File: config.mk
export PLATFORM = sky130hd
export DESIGN_NAME = lpid_ram
export DESIGN_NICKNAME = d
export VERILOG_FILES = /design/src/lpid_ram.sv
export SDC_FILE = /design/constraint.sdc
export NUM_CORES = 1
export LEC_CHECK = 0
export BUFFER_PORTS_ARGS = -buffer_cell sky130_fd_sc_hd__buf_2
export CORE_ASPECT_RATIO = 1.5
export CORE_MARGIN = 1.5
export CORE_UTILIZATION = 50
export DETAILED_ROUTE_END_ITERATION = 7
export PLACE_DENSITY = 0.78
export SLEW_MARGIN = 40
export SYNTH_ARGS = -nofsm -noshare
export SYNTH_HDL_FRONTEND = slang
export SYNTH_SLANG_ARGS = --single-unit
File: constraint.sdc
create_clock -name clk -period 2.5 [get_ports clk]
set_input_delay 0.125 -clock clk [delete_from_list [all_inputs] [get_ports clk]]
set_output_delay 0.125 -clock clk [all_outputs]
set_load 0.02 [all_outputs]
File: src/lpid_ram.sv
// Generic simple dual port RAM with registered read data.
module lpid_ram #(
  parameter int WIDTH = 8,
  parameter int DEPTH = 16
) (
  input  logic                     clk,
  input  logic                     we,
  input  logic [$clog2(DEPTH)-1:0] waddr,
  input  logic [WIDTH-1:0]         wdata,
  input  logic [$clog2(DEPTH)-1:0] raddr,
  output logic [WIDTH-1:0]         rdata
);

  logic [WIDTH-1:0] mem [DEPTH];

  always_ff @(posedge clk) begin
    if (we) begin
      mem[waddr] <= wdata;
    end
    rdata <= mem[raddr];
  end

endmodule

==> results of run 1 <==
layer usage:
| metal | share of wire | vias up | wire (um) | track usage |
|---|---|---|---|---|
| li1 | - | 1071 | - | - |
| met1 | 0.40 | 1208 | 3640 | 0.227 |
| met2 | 0.54 | 72 | 4950 | 0.301 |
| met3 | 0.047 | 9 | 428 | 0.0523 |
| met4 | 0.015 | 0 | 138 | 0.107 |
| met5 | 0 | - | 0 | 0 |
state kept, by name, indices dropped and copies added, names as in the netlist:
name and flops:
mem 128, rdata 8
worst max-delay path, stage by stage (launching register included):
cell and delay (ns):
edfxtp_1 0.36, mux4_1 0.53, a22oi_1 0.30, nand2_1 0.11
cell type report:
cell class,instances,area share
repair buffers,40,0.0414
clock buffers,24,0.0797
multi-input cells,83,0.176
flip-flops and latches,136,0.663
well taps,117,0.0242
clock inverters,8,0.0159
worst max path at each step:
stage	to	from
final	rdata[1]	mem[1][1]
after floorplan	mem[0][0]	waddr[2]
after global placement	rdata[4]	raddr[0]
after detailed placement	rdata[4]	raddr[0]
after global routing	rdata[4]	raddr[0]
after CTS	rdata[1]	mem[1][1]
power groups by stage:
stage / registers (mW) / clock network [mW] / logic [mW]
finish: 2.57 / 2.37 / 0.242
detailed placement: 2.61 / 0 / 0.244
global route: 2.57 / 2.50 / 0.264
CTS: 2.57 / 2.42 / 0.245
floorplan: 2.63 / 0 / 0.129
global placement: 2.61 / 0 / 0.238
synthesized netlist by cell type, drive strengths merged:
cell type | n | area [um2]
edfxtp | 128 | 3840
mux4 | 32 | 773
a22oi | 16 | 120
nor2 | 13 | 48.8
nand2 | 9 | 33.8
dfxtp | 8 | 160
buf | 7 | 56.3
nor3 | 4 | 20.0
clkdlybuf4s25 | 3 | 30.0
nand2b | 2 | 12.5
nand3b | 2 | 15.0
and2 | 1 | 6.26
and2b | 1 | 7.51
nand3 | 1 | 5.00
nor2b | 1 | 6.26
or3b | 1 | 8.76
cells by family after synthesis:
family                 Yosys count
AO/OA/AOI/OAI                   16
buffers and inverters           10
flip-flops                     136
AND/OR/NAND/NOR                 35
multiplexers                    32
==> results by group, run 1 <==
Finish
  • Layout area overhead: 17.4%
  • Fin util: 0.599
  • Fill cell count: 679
  • FF+latch area: 4000 um2
  • Post-route insts no fill: 408
  • Most common cell after layout, fill and taps aside: edfxtp_1
  • Most frequent cells in the layout: 128 x edfxtp_1, 25 x buf_2, 18 x mux4_2
  • Final #Nets: 296
  • ANT cells: 0
  • Area of the multi-input gates: 1060 um2
  • Final instance area: 6040 um2
  • Share of layout cells above drive strength 1: 0.306

Hold path
  • Min-delay src: wdata[3]
  • Hold EP: mem[1][3]
  • Hold depth: 1
  • Type of the most critical hold path: input port to flip-flop

Timing
  • Layout Skew: 0.00592 ns
  • Fmax achieved: 707 MHz
  • Final setup fails: 0
  • Max transition margin: 0.506
  • Final hold vios: 0
  • Final Max Tran Viols: 0
  • WHS: 0.0958 ns
  • Tcrit/Tclk final: 0.566
  • RSZ-0062 raised after global routing: no
  • Crit path time final: 1.42 ns
  • Final worst slack: 1.08 ns
  • Slew @ Worst Pin: 0.741 ns
  • Setup_tns: 0 ns

Clocking
  • CTS clock-pin slew for the worst setup and hold paths: 0.06 ns
  • Post-CTS Setup Bufs: 0
  • TritonCTS Buffers: 17
  • Number of clock sinks: 136
  • CTS H-tree lvls: 4
  • Max clock buf depth: 2
  • CTS Root Cell: clkbuf_16
  • Clock latency at the later pin of the worst-skew pair: 0.41 ns
  • CTS tree: yes
  • Post-CTS sizing: 0
  • # hold bufs at CTS: 0

Critical path
  • Crit Path Category: flip-flop to flip-flop
  • Crit path launch type: flip-flop
  • R2r startpoint: mem[1][1]
  • Reg2Reg Capture Point: rdata[1]
  • Worst Path Arrival: 1.71 ns
  • Crit path max fanout: 1
  • Crit end category: flip-flop
  • CP required: 2.79 ns
  • FF-to-FF setup slack: 1.08 ns
  • R2R cell count: 3

Logic synthesis
  • Mapped Nets: 247
  • Synth Area in Compound Gates: 0.0233
  • Netlist cell types: 19
  • Synthesized flop and latch total: 136
  • Synthesis warning total: 0
  • Post-Synth XOR/XNOR Area: 0
  • Mean Syn Cell Area: 22.5 um2
  • Combinational family with the most area after synthesis: multiplexers
  • Synth Area in Adders: 0
  • Synth Instances: 229
  • Post-synthesis mux area share: 0.150
  • Mapped Area: 5150 um2
  • Post-Synth Simple-Gate Area: 0.0318
  • Post-synthesis sequential area ratio: 0.778

Flow run
  • Max_cap viols: 0

Floorplan
  • Core area: 10100 um2
  • Chip height: 127 um
  • FP Rows: 45
  • Initial core utilization: 0.511
  • Io pins: 26
  • Die W: 85.8 um
  • Die area: 10900 um2

Route
  • WL/cell: 22.4 um
  • Vias per std cell: 5.78
  • DR DRC count: 0
  • DRT iter0 DRCs: 198
  • First-pass iteration count of the detailed router: 4
  • DRT Wirelength: 9150 um
  • Final ANT Viol Nets: 0
  • Vias: 2360

Pwr
  • Pint: 4.19 mW
  • Lkg Pwr: 2.06 nW
  • Switching share of total power: 0.191
  • Share of total power in combinational logic: 0.047
  • Clock Power Share: 0.457
  • Switching power: 987 uW
  • VDD IR-drop max: 0.599 mV
  • Total Power Consumption: 5.18 mW
  • Pwr per Cell Area: 857 nW/um2
  • Sequential Power Share: 0.496

Place
  • Pre-CTS WS: 0.709 ns
  • Gpl congestion: 0.785
  • Detailed Place HPWL: 6080 um
  • Post-Place Cells: 376
  • Placed Area: 5460 um2
  • Port Buffers: 25

Global route
  • Total GRT Usage: 0.187
  • Pin count of the biggest net entering global routing: 33
  • Initial antenna violation count: 0
  • Vias in the first global route: 2393
  • First-pass GRT wire length: 13900 um
  • Global route overflow: 0

Status
  • Outcome: complete, no violations
Note: power is estimated with default switching activity, not from simulation.
==> run 2: changes to the inputs <==
ABC_AREA = 1   (was unset)
clock period = 1.34 ns   (was 2.5 ns; I/O delays follow)
==> results by group, run 2 <==
Status
  • Outcome: complete, no violations

Logic synthesis
  • Synth area leaders: edfxtp_1 67%, nand2_1 11%, nand3_1 8.4%
  • Synthesis warning total: 0
  • Mapped Nets: 569
  • Synthesized flop and latch total: 136
  • Async S/R FF share, synth: 0
  • EDFF count, synth: 128
  • Cell with the most instances after synthesis: nand2_1
  • Top_reg_cell synth: edfxtp_1
  • Netlist cell types: 12
  • Synth Instances: 551
  • Mean Syn Cell Area: 10.5 um2
  • Synth area leader: edfxtp_1
  • Mapped Area: 5770 um2
  • Synth cell count leaders: 173 x nand2_1, 128 x edfxtp_1, 100 x inv_1
  • Post-synthesis sequential area ratio: 0.694
  • Share of the synthesized area in the top cell type: 0.667

Critical path
  • Slowest Stage Delay on Critical Path: 0.36 ns
  • Worst Path Arrival: 0.95 ns
  • CP top delay family: flip-flops
  • Crit path cell chain: buf_2
  • Crit Path Category: flip-flop to output pin
  • Crit path max-delay cell type: dfxtp_1
  • Crit path max fanout: 1
  • Crit end category: output pin
  • CP required: 1.27 ns
  • WP buf/inv: 1
  • Crit path launch type: flip-flop

Timing
  • Final setup fails: 0
  • Slew @ Worst Pin: 0.588 ns
  • Setup_tns: 0 ns
  • Max transition margin: 0.607
  • RSZ-0062 raised after global routing: no
  • Layout Skew: 0.00637 ns
  • Tcrit/Tclk final: 0.760
  • WHS: 0.0152 ns
  • Final hold vios: 0
  • Fmax achieved: 982 MHz
  • Crit path time final: 1.02 ns
  • Final worst slack: 0.322 ns
  • Final Max Tran Viols: 0

Finish
  • FF+latch area: 4000 um2
  • Most frequent cells in the layout: 173 x nand2_1, 128 x edfxtp_1, 100 x inv_1
  • Share of layout cells above drive strength 1: 0.123
  • Top reg by flops: mem
  • ANT cells: 0
  • Area of the multi-input gates: 1210 um2
  • Layout area overhead: 15.4%
  • Final #Nets: 613
  • Final instance area: 6660 um2
  • Fill cell count: 840
  • Largest registers: mem x128, rdata x8
  • Most common cell after layout, fill and taps aside: nand2_1
  • Max reg flops: 128

Clocking
  • CTS clock-pin slew for the worst setup and hold paths: 0.05 ns
  • Number of clock sinks: 136
  • Max clock buf depth: 2
  • Post-CTS Setup Bufs: 0
  • Post-CTS sizing: 0
  • TritonCTS Buffers: 17
  • Clock latency at the later pin of the worst-skew pair: 0.41 ns
  • # hold bufs at CTS: 0
  • CTS Root Cell: clkbuf_16
  • CTS tree: yes
  • CTS H-tree lvls: 4

Pwr
  • Lkg Pwr: 2.92 nW
  • VDD IR-drop max: 1.21 mV
  • Pint: 7.62 mW
  • Sequential Power Share: 0.497
  • Share of total power in combinational logic: 0.062
  • Total Power Consumption: 9.65 mW
  • Pwr per Cell Area: 1450 nW/um2
  • Switching share of total power: 0.211
  • Clock Power Share: 0.441
  • Switching power: 2.03 mW

Route
  • Final ANT Viol Nets: 0
  • Vias per std cell: 5.27
  • DRT Wirelength: 12700 um
  • WL/cell: 16.8 um
  • First-pass iteration count of the detailed router: 5
  • DR DRC count: 0
  • DRT iter0 DRCs: 394
  • Vias: 3976

Place
  • Pre-CTS WS: 0.130 ns
  • Port Buffers: 25
  • Placed Area: 6110 um2
  • Detailed Place HPWL: 8100 um
  • Gpl congestion: 0.856

Global route
  • Pin count of the biggest net entering global routing: 65
  • Initial antenna violation count: 0
  • First-pass GRT wire length: 20000 um
  • Vias in the first global route: 3977
  • Global route overflow: 0
  • Total GRT Usage: 0.223

Floorplan
  • Initial core utilization: 0.519
  • Io pins: 26
  • Core area: 11100 um2
  • FP Rows: 47
  • Chip height: 135 um
  • Die W: 90.7 um
  • Die area: 12200 um2

Hold path
  • Type of the most critical hold path: input port to flip-flop

Flow run
  • Max_cap viols: 0
-- run 2: changes by cell type after synthesis, moves of 4 or more --
cell     before  now
nand3_1       1   97
a22oi_1      16    0
inv_1         0  100
mux4_1       14    0
nor2_1       13   17
buf_2         3   13
nand2_1       9  173
nor3_1        4    0
mux4_2       18    0
-- run 2: final cells by class --
cell class	count	area share
tap	147	0.0276
clock inverter	5	0.00733
inverter	102	0.0575
multi-input combinational	289	0.182
clock buffer	27	0.0741
sequential	136	0.602
timing repair buffer	49	0.0496
-- run 2: power by group through the flow --
stage                     Sequential, mW  Combinational, mW  Clock [mW]
after floorplan                     4.90              0.336           0
after global placement              4.88              0.574           0
after detailed placement            4.88              0.594           0
after CTS                           4.80              0.599        4.27
after global routing                4.80              0.660        4.47
final                               4.79              0.598        4.26
-- run 2: per-stage QoR --
| stage | util | std cells |
|---|---|---|
| detailed placement | 0.550 | 723 |
| finish | 0.599 | 755 |
| global route | 0.599 | 755 |
| floorplan | - | 551 |
| global placement | 0.550 | 723 |
| CTS | 0.599 | 755 |
-- run 2: worst paths after layout --
check                 start        to  slack (ns)  depth (start not counted)
setup / recovery   rdata[0]  rdata[0]        0.32                          1
hold / removal     raddr[3]  rdata[5]        0.02                          3
setup reg to reg  mem[5][5]  rdata[5]        0.33                          6
hold reg to reg   mem[3][1]  rdata[1]        0.69                          6
-- run 2: routing by layer --
metal | up-vias | GRT usage | share of wire
met1 | 1909 | 0.251 | 0.39
met2 | 171 | 0.386 | 0.51
met4 | 0 | 0.138 | 0.044
li1 | 1861 | - | -
met5 | - | 0 | 0
met3 | 35 | 0.0490 | 0.054
-- run 2: logic make-up after synthesis --
family,share of synthesized area
buffers and inverters,0.0952
flip-flops,0.694
AND/OR/NAND/NOR,0.210
